--- src/hdl/mift_pkg.sv ---
// Package with the shared types and constants of the masked IPv4 filter table.
package mift_pkg;

    localparam int TableDepth = 1024;
    localparam int IdxW       = (TableDepth > 1) ? $clog2(TableDepth) : 1;
    localparam int SlotW      = 10;
    localparam int WordW      = 32;
    localparam int ActW       = 2;
    localparam int StatW      = 2;

    localparam logic [ActW-1:0] ActLookup = 2'd0;
    localparam logic [ActW-1:0] ActAdd    = 2'd1;
    localparam logic [ActW-1:0] ActRemove = 2'd2;
    localparam logic [ActW-1:0] ActIgnore = 2'd3;

    localparam logic [StatW-1:0] StatOk       = 2'd0;
    localparam logic [StatW-1:0] StatFull     = 2'd1;
    localparam logic [StatW-1:0] StatNotFound = 2'd2;

    typedef enum logic [1:0] {
        S_CLEAR,
        S_IDLE,
        S_SCAN,
        S_RESP
    } t_state;

    typedef struct packed {
        logic             vld;
        logic [WordW-1:0] mask;
        logic [WordW-1:0] value;
    } t_entry;

    typedef struct packed {
        logic [StatW-1:0] status;
        logic             blocked;
        logic             matched;
        logic [SlotW-1:0] slot;
    } t_result;

endpackage

--- src/hdl/mift_in_if.sv ---
// Request channel interface of the masked IPv4 filter table.
interface mift_in_if;
    logic                         valid;
    logic                         ready;
    logic [mift_pkg::ActW-1:0]    action;
    logic [mift_pkg::WordW-1:0]   addr;
    logic [mift_pkg::WordW-1:0]   entry_mask;
    logic [mift_pkg::WordW-1:0]   entry_value;

    modport source (output valid, output action, output addr, output entry_mask,
                    output entry_value, input ready);
    modport sink (input valid, input action, input addr, input entry_mask,
                  input entry_value, output ready);
endinterface

--- src/hdl/mift_ctrl.sv ---
// Sequencer that clears the table after reset and scans it once per lookup, add or remove transaction.
module mift_ctrl (
    input  logic                       i_clk,
    input  logic                       i_rst_n,
    mift_in_if.sink                    i_req,
    input  logic                       i_ban_mode,
    input  logic                       i_out_free,
    output logic                       o_done,
    output mift_pkg::t_result          o_res,
    output logic                       o_ram_we,
    output logic [mift_pkg::IdxW-1:0]  o_ram_waddr,
    output mift_pkg::t_entry           o_ram_wdata,
    output logic                       o_ram_re,
    output logic [mift_pkg::IdxW-1:0]  o_ram_raddr,
    input  mift_pkg::t_entry           i_ram_rdata
);

    localparam logic [mift_pkg::IdxW-1:0] LastIdx = mift_pkg::IdxW'(mift_pkg::TableDepth - 1);

    mift_pkg::t_state                r_state, n_state;
    logic [mift_pkg::IdxW-1:0]       r_idx, n_idx;
    logic                            r_issue, n_issue;
    logic                            r_chk, n_chk;
    logic [mift_pkg::IdxW-1:0]       r_chk_idx, n_chk_idx;
    logic                            r_chk_last, n_chk_last;
    logic [mift_pkg::ActW-1:0]       r_act, n_act;
    logic [mift_pkg::WordW-1:0]      r_addr, n_addr;
    logic [mift_pkg::WordW-1:0]      r_mask, n_mask;
    logic [mift_pkg::WordW-1:0]      r_value, n_value;
    mift_pkg::t_result               r_res, n_res;
    logic                            hit;
    logic                            ready;

    always_ff @(posedge i_clk) begin
        if (!i_rst_n) begin
            r_state <= mift_pkg::S_CLEAR;
            r_idx   <= '0;
            r_issue <= 1'b0;
            r_chk   <= 1'b0;
        end else begin
            r_state <= n_state;
            r_idx   <= n_idx;
            r_issue <= n_issue;
            r_chk   <= n_chk;
        end
    end

    always_ff @(posedge i_clk) begin
        r_chk_idx  <= n_chk_idx;
        r_chk_last <= n_chk_last;
        r_act      <= n_act;
        r_addr     <= n_addr;
        r_mask     <= n_mask;
        r_value    <= n_value;
        r_res      <= n_res;
    end

    always_comb begin
        case (r_act)
            mift_pkg::ActLookup: hit = i_ram_rdata.vld &&
                                       ((r_addr & i_ram_rdata.mask) == i_ram_rdata.value);
            mift_pkg::ActAdd:    hit = !i_ram_rdata.vld;
            mift_pkg::ActRemove: hit = i_ram_rdata.vld && (i_ram_rdata.mask == r_mask) &&
                                       (i_ram_rdata.value == r_value);
            default:             hit = 1'b0;
        endcase
    end

    always_comb begin
        n_state     = r_state;
        n_idx       = r_idx;
        n_issue     = r_issue;
        n_chk       = r_chk;
        n_chk_idx   = r_chk_idx;
        n_chk_last  = r_chk_last;
        n_act       = r_act;
        n_addr      = r_addr;
        n_mask      = r_mask;
        n_value     = r_value;
        n_res       = r_res;
        ready       = 1'b0;
        o_done      = 1'b0;
        o_ram_we    = 1'b0;
        o_ram_waddr = r_chk_idx;
        o_ram_wdata = '{vld: 1'b0, mask: r_mask, value: r_value};
        o_ram_re    = 1'b0;
        o_ram_raddr = r_idx;

        case (r_state)
            mift_pkg::S_CLEAR: begin
                // Sweep the whole table once so every valid bit starts cleared.
                o_ram_we    = 1'b1;
                o_ram_waddr = r_idx;
                n_idx       = r_idx + 1'b1;
                if (r_idx == LastIdx) begin
                    n_idx   = '0;
                    n_state = mift_pkg::S_IDLE;
                end
            end
            mift_pkg::S_IDLE: begin
                ready = 1'b1;
                if (i_req.valid) begin
                    n_act   = i_req.action;
                    n_addr  = i_req.addr;
                    n_mask  = i_req.entry_mask;
                    n_value = i_req.entry_value & i_req.entry_mask;
                    if (i_req.action inside {mift_pkg::ActLookup, mift_pkg::ActAdd,
                                             mift_pkg::ActRemove}) begin
                        n_state = mift_pkg::S_SCAN;
                        n_idx   = '0;
                        n_issue = 1'b1;
                        n_chk   = 1'b0;
                    end else begin
                        n_res   = '0;
                        n_state = mift_pkg::S_RESP;
                    end
                end
            end
            mift_pkg::S_SCAN: begin
                if (r_issue) begin
                    o_ram_re   = 1'b1;
                    n_chk      = 1'b1;
                    n_chk_idx  = r_idx;
                    n_chk_last = (r_idx == LastIdx);
                    n_idx      = r_idx + 1'b1;
                    if (r_idx == LastIdx) begin
                        n_issue = 1'b0;
                    end
                end else begin
                    n_chk = 1'b0;
                end

                if (r_chk) begin
                    if (hit) begin
                        n_res   = '0;
                        n_state = mift_pkg::S_RESP;
                        n_issue = 1'b0;
                        n_chk   = 1'b0;
                        if (r_act == mift_pkg::ActLookup) begin
                            n_res.matched = 1'b1;
                            n_res.blocked = i_ban_mode;
                        end else begin
                            n_res.status = mift_pkg::StatOk;
                            n_res.slot   = mift_pkg::SlotW'(r_chk_idx);
                            o_ram_we     = 1'b1;
                            o_ram_wdata.vld = (r_act == mift_pkg::ActAdd);
                        end
                    end else if (r_chk_last) begin
                        n_res   = '0;
                        n_state = mift_pkg::S_RESP;
                        n_chk   = 1'b0;
                        case (r_act)
                            mift_pkg::ActLookup: n_res.blocked = !i_ban_mode;
                            mift_pkg::ActAdd:    n_res.status  = mift_pkg::StatFull;
                            mift_pkg::ActRemove: n_res.status  = mift_pkg::StatNotFound;
                            default:             n_res         = '0;
                        endcase
                    end
                end
            end
            mift_pkg::S_RESP: begin
                o_done = 1'b1;
                if (i_out_free) begin
                    n_state = mift_pkg::S_IDLE;
                end
            end
            default: begin
                n_state = mift_pkg::S_IDLE;
            end
        endcase
    end

    assign i_req.ready = ready;
    assign o_res       = r_res;

endmodule

--- src/flat_wrapper.sv ---
// flat-port wrapper written by rule: the top's interface ports become plain ports
module mift_ctrl_flat 
  (i_clk, i_rst_n, i_ban_mode, i_out_free, o_done, o_res, o_ram_we, o_ram_waddr, o_ram_wdata, o_ram_re, o_ram_raddr, i_ram_rdata, i_req_valid, i_req_action, i_req_addr, i_req_entry_mask, i_req_entry_value, i_req_ready);
  mift_in_if i_req_i ();
  input  logic i_clk;
  input  logic i_rst_n;
  input  logic i_ban_mode;
  input  logic i_out_free;
  output logic o_done;
  output mift_pkg::t_result o_res;
  output logic o_ram_we;
  output logic [mift_pkg::IdxW-1:0] o_ram_waddr;
  output mift_pkg::t_entry o_ram_wdata;
  output logic o_ram_re;
  output logic [mift_pkg::IdxW-1:0] o_ram_raddr;
  input  mift_pkg::t_entry i_ram_rdata;
  input wire logic [$bits(i_req_i.valid)-1:0] i_req_valid;
  input wire logic [$bits(i_req_i.action)-1:0] i_req_action;
  input wire logic [$bits(i_req_i.addr)-1:0] i_req_addr;
  input wire logic [$bits(i_req_i.entry_mask)-1:0] i_req_entry_mask;
  input wire logic [$bits(i_req_i.entry_value)-1:0] i_req_entry_value;
  output wire logic [$bits(i_req_i.ready)-1:0] i_req_ready;
  assign i_req_i.valid = i_req_valid;
  assign i_req_i.action = i_req_action;
  assign i_req_i.addr = i_req_addr;
  assign i_req_i.entry_mask = i_req_entry_mask;
  assign i_req_i.entry_value = i_req_entry_value;
  assign i_req_ready = i_req_i.ready;
  mift_ctrl u_core (.i_clk(i_clk), .i_rst_n(i_rst_n), .i_req(i_req_i), .i_ban_mode(i_ban_mode), .i_out_free(i_out_free), .o_done(o_done), .o_res(o_res), .o_ram_we(o_ram_we), .o_ram_waddr(o_ram_waddr), .o_ram_wdata(o_ram_wdata), .o_ram_re(o_ram_re), .o_ram_raddr(o_ram_raddr), .i_ram_rdata(i_ram_rdata));
endmodule
--- config.mk ---
export PLATFORM = sky130hd
export DESIGN_NAME = mift_ctrl_flat
export DESIGN_NICKNAME = d
export VERILOG_FILES = /design/src/hdl/mift_pkg.sv /design/src/hdl/mift_in_if.sv /design/src/hdl/mift_ctrl.sv /design/src/flat_wrapper.sv
export SDC_FILE = /design/constraint.sdc
export NUM_CORES = 1
export LEC_CHECK = 0
export ABC_AREA = 1
export BUFFER_PORTS_ARGS = -buffer_cell sky130_fd_sc_hd__clkbuf_2
export CELL_PAD_IN_SITES_DETAIL_PLACEMENT = 1
export CELL_PAD_IN_SITES_GLOBAL_PLACEMENT = 2
export CORE_UTILIZATION = 30
export DETAILED_ROUTE_END_ITERATION = 16
export GPL_ROUTABILITY_DRIVEN = 0
export PLACE_DENSITY = 0.95
export SLEW_MARGIN = 20
export SYNTH_ARGS = -nofsm -noshare
export SYNTH_HDL_FRONTEND = slang
export SYNTH_SLANG_ARGS = --single-unit
--- constraint.sdc ---
create_clock -name i_clk -period 9.13 [get_ports i_clk]
set_input_delay 0.913 -clock i_clk [delete_from_list [all_inputs] [get_ports i_clk]]
set_output_delay 0.913 -clock i_clk [all_outputs]
set_load 0.005 [all_outputs]
==> summary.txt, run 1 <==
Outcome
  • Outcome: finished, final reports clean

Synth
  • Compound-Gate Fraction of Synth Area: 0.0328
  • Simple-Gate Fraction of Synth Area: 0.232
  • Mapped Avg Cell Area: just over 9 µm²
  • XOR/XNOR share of the synthesized area: 0.0640
  • Largest family of logic cells by synthesized area: simple AND/OR/NAND/NOR gates
  • Syn_nets: 896
  • Post-Synth Adder-Cell Area: 0.00933
  • Post-synthesis cell count: 723
  • Ranking of synthesized cells by area: edfxtp_1 (55%), nand2_1 (13%), inv_1 (6.5%)
  • Ys Warns: 0
  • Top-area cell type share of the netlist area: 0.551
  • Unique masters post-synth: 38
  • Cell taking the most area after synthesis: edfxtp_1
  • Multiplexer share of the synthesized area: 0
  • Number of synthesized register bits: 137
  • Synth Cell Area: ~6700 µm²
  • Sequential-to-total area share from yosys stat: 0.592

GRT
  • Vias in the first global route: 6187
  • Largest net degree at the start of global routing: 68
  • First-pass GRT wire length: approximately 32000 µm
  • Gr ovfl total: 0
  • GRT Resource Usage Total: 0.192
  • Initial antenna violation count: 1

Pwr
  • Flop pwr share: 0.407
  • Clock share of power: 0.344
  • Leak: 4.42 nW
  • Switching power: 0.000685 W
  • Switch share: 0.318
  • Pwr/cell area: 238 nW/µm²
  • Gate power share: 0.248
  • Pwr Total: 0.00215 W
  • Max rail drop VDD: approximately 0.11 mV
  • P_int: 0.00147 W

Layout
  • Commonest non-fill, non-tap cell in the layout: clkbuf_2
  • Fillers: approximately 2700
  • Footprint of the multi-input gates: about 2300 µm²
  • Commonest cells after routing, fill and taps aside: clkbuf_2 (270), nand2_1 (234), edfxtp_1 (123), inv_1 (116), nor2_1 (86)
  • NumNets Final: ~1200
  • Sequential cell area: 3970 µm²
  • Fin area: 9040 µm²
  • Area growth from synthesis to layout: 34.8%
  • Layout cells sized above 1: 0.320

Run
  • MaxCap Viol Count: 0

Worst setup path
  • Most used cell along the critical path: nand2_1
  • Slowest cell on crit path: xor2_1
  • Crit start category: primary input
  • Crit path buffers/inverters: 2
  • Largest delay contributor family on the critical path: simple AND/OR/NAND/NOR gates
  • CP Capture Type: primary output
  • Crit Path Category: primary input to primary output
  • CP Data Arrival Time: about 2800 ps
  • Delay of the slowest critical-path stage: 310 ps
  • CP Max Fanout: 4
  • Cells along the critical path: clkbuf_2 -> nand2_1 -> xor2_1 -> nand2_1 -> nor2_1 -> nand2_1 -> nor2_1 -> nand3_1 -> nand3_2 -> nand3_2 -> nor3_1 -> clkbuf_2
  • CP Data Required Time: 8220 ps

Clock network
  • Worst skew pair latency: between 400 and 500 ps
  • Sink Count: between 100 and 150
  • Clock Tree Buf Depth: 2
  • Count of hold-fix buffers inserted at cts: 0
  • Setup Buffers After CTS: 0
  • Num CTS Buffers: 17
  • Clock H-tree levels: 4
  • Post-CTS sizing: 0
  • Root buf cell: clkbuf_16
  • Clk pin slew, worst setup/hold paths: 70 ps
  • CTS tree: yes

Drt
  • DR iter-0 viols: around 220
  • Vias per Instance: approximately 4.4
  • ANT nets after route: 0
  • DR vias: 5771
  • Drt pass-1 iters: 4
  • Total routed wirelength: 21300 µm
  • DRC violation count after routing: 0
  • Wire per inst: roughly 16 µm

Placed design
  • Placed cell area: 8410 µm²
  • Buffers on Ports: between 200 and 300
  • HPWL after detailed placement: 17400 µm

Timing
  • Final hold violation count: 0
  • Worst slew margin: 0.392
  • Min Tclk post-route: 3670 ps
  • Post-Route Setup TNS: 0 ps
  • Worst-Margin Slew: 913 ps
  • Final Skew: approximately 14 ps
  • Fmax: 272 MHz
  • Setup violators final: 0
  • Max Transition Viols Final: 0
  • Crit share post-route: 0.402
  • RSZ-0062 raised after global routing: false
  • Hold slack final: 521 ps

Worst hold path
  • Worst Hold Class: register to register

Floorplan
  • Die width: between 150 and 200 µm
  • Core area: approximately 22000 µm²
  • Starting Density: 0.306
  • IO Count: 271
  • Die ar.: 23000 µm²
  • Die height: 152 µm
  • Num rows: 54
[power groups by stage]
stage / Clock (W) / Sequential, W / Combinational, W
after CTS: 0.000755 / 0.000880 / 0.000547
after global routing: 0.000776 / 0.000890 / 0.000606
final: 0.000742 / 0.000878 / 0.000535
after floorplan: 0 / 0.000891 / 0.000297
after detailed placement: 0 / 0.000893 / 0.000541
after global placement: 0 / 0.000889 / 0.000526
[per-layer routing]
| metal | vias up | global-route usage | wire, µm |
|---|---|---|---|
| met5 | - | 0 | 0 |
| met4 | 0 | 0.0891 | 694 |
| met3 | 44 | 0.0506 | 1250 |
| met2 | 179 | 0.340 | 10900 |
| met1 | 2674 | 0.216 | 8440 |
| li1 | 2874 | - | - |
[synth_stat cells]
cell type,number
nor3_2,1
nor3_1,6
a221oi_2,1
inv_2,5
nor2_4,2
ha_1,5
nand3b_1,1
o21ai_0,20
nor2_1,87
o22ai_1,1
o21ai_1,1
nor2_8,1
dfxtp_1,14
clkbuf_1,2
nor2_2,2
nand2_4,1
a211oi_2,1
a31oi_1,1
a211oi_1,1
nand4_4,1
and3_1,2
nand2_2,2
nand4_1,2
nor3b_2,1
nand2_1,234
nor4_1,1
nand3_1,23
a21oi_1,6
inv_1,117
a21o_1,1
nor3b_1,2
xnor2_1,36
edfxtp_1,123
nand3_2,3
a21oi_2,1
o22ai_2,1
xor2_1,13
o21ai_2,1
[per-stage QoR]
step,std cells,util,setup WS [ps]
after floorplan,723,-,5820
after global placement,1272,0.384,5410
after detailed placement,1272,0.384,5320
after CTS,1304,0.413,5450
after global routing,1305,0.413,5260
final,1306,0.413,5460
[cell families after synthesis]
family	count (synthesis)
XOR/XNOR	49
adder cells (fa/ha/maj)	5
AND/OR/NAND/NOR	372
buffers and inverters	124
AO/OA/AOI/OAI	36
flip-flops	137
[path summary, 6_finish.rpt]
path / to / start / slack, ps / cells after the start
worst min-delay path: u_core.r_chk_idx[7] / u_core.o_ram_raddr[7] / 520 / 0
worst max register to register: u_core.o_res[6] / u_core.r_addr[4] / 6330 / 12
worst min register to register: u_core.r_chk_idx[7] / u_core.o_ram_raddr[7] / 520 / 0
worst max-delay path: o_ram_wdata[64] / i_ram_rdata[36] / 5460 / 12
[flip-flops by register name (all words and copies together), names as in the netlist]
name	count
u_core.r_chk	1
u_core.r_addr	32
u_core.r_value	32
u_core.r_chk_last	1
u_core.o_ram_raddr	10
u_core.r_chk_idx	10
u_core.r_mask	32
u_core.r_state	2
u_core.r_issue	1
u_core.r_act	2
u_core.o_res	14
[final cells by class]
| cell class | instances | area share |
|---|---|---|
| multi-input cells | 462 | 0.251 |
| well taps | 280 | 0.0387 |
| flip-flops and latches | 137 | 0.439 |
| diodes | 2 | 0.000553 |
| repair buffers | 271 | 0.150 |
| clock buffers | 17 | 0.0470 |
| clock inverters | 15 | 0.0220 |
| inverters | 122 | 0.0509 |
Note: power is estimated with default switching activity, not from simulation.
==> run 2: changes to the inputs <==
--- a/config.mk
+++ b/config.mk
@@ -5,14 +5,14 @@
 export SDC_FILE = /design/constraint.sdc
 export NUM_CORES = 1
 export LEC_CHECK = 0
-export ABC_AREA = 1
+export ABC_AREA = 0
 export BUFFER_PORTS_ARGS = -buffer_cell sky130_fd_sc_hd__clkbuf_2
 export CELL_PAD_IN_SITES_DETAIL_PLACEMENT = 1
 export CELL_PAD_IN_SITES_GLOBAL_PLACEMENT = 2
-export CORE_UTILIZATION = 30
+export CORE_UTILIZATION = 27
 export DETAILED_ROUTE_END_ITERATION = 16
 export GPL_ROUTABILITY_DRIVEN = 0
-export PLACE_DENSITY = 0.95
+export PLACE_DENSITY = 0.88
 export SLEW_MARGIN = 20
 export SYNTH_ARGS = -nofsm -noshare
 export SYNTH_HDL_FRONTEND = slang
==> constraint.sdc (replaced) <==
create_clock -name i_clk -period 2.95 [get_ports i_clk]
set_input_delay 0.295 -clock i_clk [delete_from_list [all_inputs] [get_ports i_clk]]
set_output_delay 0.295 -clock i_clk [all_outputs]
set_load 0.005 [all_outputs]
==> summary.txt, run 2 <==
GRT
  • Vias in the first global route: 5219 (-16%)
  • Largest net degree at the start of global routing: 63 (-7.4%)
  • Initial antenna violation count: 0 (-1)
  • Gr ovfl total: 0 (unchanged)
  • GRT Resource Usage Total: 0.177 (-0.0158)
  • First-pass GRT wire length: 30100 µm (-6.8%)

Drt
  • Wire per inst: 19.2 µm (+18%)
  • Vias per Instance: 4.52 (+2.4%)
  • Drt pass-1 iters: 4 (unchanged)
  • DR vias: 4787 (-17%)
  • Total routed wirelength: 20300 µm (-4.7%)
  • DRC violation count after routing: 0 (unchanged)
  • DR iter-0 viols: 257 (+20%)
  • ANT nets after route: 0 (unchanged)

Clock network
  • Clock Tree Buf Depth: 2 (unchanged)
  • Clock H-tree levels: 4 (unchanged)
  • CTS tree: yes
  • Count of hold-fix buffers inserted at cts: 0 (unchanged)
  • Sink Count: 137 (unchanged)
  • Clk pin slew, worst setup/hold paths: 60 ps (about the same)
  • Root buf cell: clkbuf_16
  • Worst skew pair latency: 420 ps (about the same)
  • Num CTS Buffers: 17 (unchanged)

Worst setup path
  • FF-to-FF path depth: 11 (-1)
  • Largest delay contributor family on the critical path: simple AND/OR/NAND/NOR gates
  • CP Data Arrival Time: 2530 ps (-230 ps)
  • CP Capture Type: primary output
  • Crit start category: register
  • CP Data Required Time: 2650 ps (-5570 ps)
  • Crit path buffers/inverters: 2 (unchanged)
  • CP startpoint: u_core.r_value[20]
  • CP Max Fanout: 3 (-1)
  • R2R Setup Slk: 240 ps (-6090 ps)
  • Worst r2r dst: u_core.o_res[3]
  • Slowest cell on crit path: edfxtp_1
  • Crit Path Category: register to primary output
  • Delay of the slowest critical-path stage: 430 ps (+120 ps)
  • Cells along the critical path: xor2_1 -> nor4_1 -> buf_4 -> nand4_1 -> nor3_2 -> a31oi_2 -> a21oi_2 -> a21o_1 -> clkbuf_2
  • Worst r2r src: u_core.r_value[20]

Floorplan
  • Core area: 22100 µm² (+0.93%)
  • Starting Density: 0.278 (-0.0280)
  • Die ar.: 23400 µm² (+1.9%)
  • Num rows: 54 (unchanged)
  • IO Count: 271 (unchanged)
  • Die height: 153 µm (+0.94%)
  • Die width: 153 µm (+0.94%)

Synth
  • Count leader, synth: edfxtp_1
  • Unique masters post-synth: 44 (+16%)
  • Sequential-to-total area share from yosys stat: 0.646 (+0.0535)
  • Asr flop ratio synth: 0 (unchanged)
  • Cell taking the most area after synthesis: edfxtp_1
  • Number of synthesized register bits: 137 (unchanged)
  • Mapped Avg Cell Area: 13.4 µm² (+45%)
  • Post-synthesis cell count: 458 (-37%)
  • Synth top cells by count: edfxtp_1 (123), xor2_1 (50), xnor2_1 (45)
  • Top_reg_cell synth: edfxtp_1
  • Top-area cell type share of the netlist area: 0.600 (+0.0497)
  • Syn_nets: 631 (-30%)
  • Ranking of synthesized cells by area: edfxtp_1 (60%), xor2_1 (7.1%), xnor2_1 (6.4%)
  • Ys Warns: 0 (unchanged)
  • EDFF count, synth: 123 (unchanged)
  • Synth Cell Area: 6150 µm² (-8.3%)

Layout
  • Commonest non-fill, non-tap cell in the layout: clkbuf_2
  • NumNets Final: 938 (-21%)
  • Biggest registers after layout: u_core.r_addr: 32 flops, u_core.r_mask: 32 flops, u_core.r_value: 32 flops
  • Commonest cells after routing, fill and taps aside: clkbuf_2 (270), edfxtp_1 (123), xor2_1 (50), xnor2_1 (45), and2_1 (43)
  • Area growth from synthesis to layout: 40.5%
  • Fin area: 8640 µm² (-4.4%)
  • N_diodes: 0 (-2)
  • Final non-filler cell total: 1058 (-19%)
  • Layout cells sized above 1: 0.446 (+0.126)

Worst hold path
  • Min-delay src: i_req_addr[25]
  • Hold Path Depth: 1 (+1)
  • Worst Hold Class: primary input to register
  • Sink of the worst hold path: u_core.r_addr[25]

Placed design
  • DP Cell Count: 1017 (-20%)
  • HPWL after detailed placement: 16600 µm (-4.4%)
  • Placed cell area: 7940 µm² (-5.6%)
  • Buffers on Ports: 270 (unchanged)

Pwr
  • Pwr/cell area: 523 nW/µm² (+120%)
  • Pwr Total: 0.00452 W (+110%)
  • Max rail drop VDD: 0.339 mV (+220%)
  • Leak: 3.67 nW (-17%)

Timing
  • Final Skew: 10.2 ps (-3.95 ps)
  • Fmax: between 300 and 400 MHz
  • Setup violators final: 0 (unchanged)
  • Post-Route Setup TNS: 0 ps (unchanged)
  • Worst slew margin: 0.599 (+0.208)
  • Max Transition Viols Final: 0 (unchanged)
  • Crit share post-route: 0.956
  • Hold slack final: 41.9 ps (-479 ps)
  • Min Tclk post-route: approximately 2800 ps
  • Worst-Margin Slew: 601 ps (-311 ps)
  • Final hold violation count: 0 (unchanged)

Run
  • MaxCap Viol Count: 0 (unchanged)

Outcome
  • Outcome: finished, final reports clean
run 2: changes by cell type in the layout (fill, tap and decap cells not counted), sizes merged, moves of 10 or more:
| cell | previous run | this run |
|---|---|---|
| o21ai | 22 | 7 |
| nor4 | 1 | 20 |
| nor2 | 92 | 21 |
| and2 | 0 | 44 |
| xor2 | 13 | 50 |
| inv | 124 | 17 |
| nand2 | 237 | 43 |
| buf | 1 | 21 |
| nand3 | 26 | 5 |
| mux2 | 0 | 10 |
run 2: report_power, final:
part / switching [W] / total [W] / internal, W
Clock: 0.000855 / 0.00211 / 0.00125
Sequential: 0.00000843 / 0.00212 / 0.00211
Combinational: 0.000144 / 0.000297 / 0.000153
run 2: worst max path at each step:
stage	slack, ps	cells after the start	end
detailed placement	200	10	u_core.o_res[3]
global placement	210	10	u_core.o_res[0]
CTS	0.02	11	o_ram_wdata[64]
global route	-20	9	o_ram_we
floorplan	120	7	u_core.o_res[0]
finish	130	9	o_ram_we
run 2: layout make-up:
| cell class | count | area (µm²) |
|---|---|---|
| Multi-Input combinational cell | 305 | 2170 |
| Inverter | 13 | 48.8 |
| Timing Repair Buffer | 291 | 1520 |
| Clock buffer | 19 | 433 |
| Tap cell | 280 | 350 |
| Clock inverter | 13 | 143 |
| Sequential cell | 137 | 3970 |
| Fill cell | 2465 | 13500 |
run 2: metrics by stage:
stage	util	setup slack, ps
final	0.391	129
after detailed placement	0.360	201
after global routing	0.391	-16.7
after floorplan	-	121
after global placement	0.360	207
after CTS	0.388	0.0211
run 2: metal layers:
layer | up-vias | track usage | share of wire
li1 | 2272 | - | -
met1 | 2302 | 0.208 | 0.42
met2 | 177 | 0.307 | 0.50
met3 | 36 | 0.0400 | 0.048
met4 | 0 | 0.0789 | 0.029
met5 | - | 0 | 0
run 2: what timing repair did:
item / 4_1_cts / 5_1_grt
endpoints found under the setup margin: 2 / 2
pin swaps: 0 / 10
setup buffers: 1 / 9
gates resized for setup: 7 / 2
run 2: kinds of logic (layout without fill, tap and decap cells):
kind of cell,count (synthesis),in the layout,share of synthesized area
xor gates and xnor gates,95,95,0.135
and+or+nand+nor,161,161,0.140
muxes,12,12,0.0216
buffers and inverters,16,336,0.0104
adders and majority gates,5,5,0.0102
AOI/OAI and AO/OA,32,32,0.0366
DFF,137,137,0.646
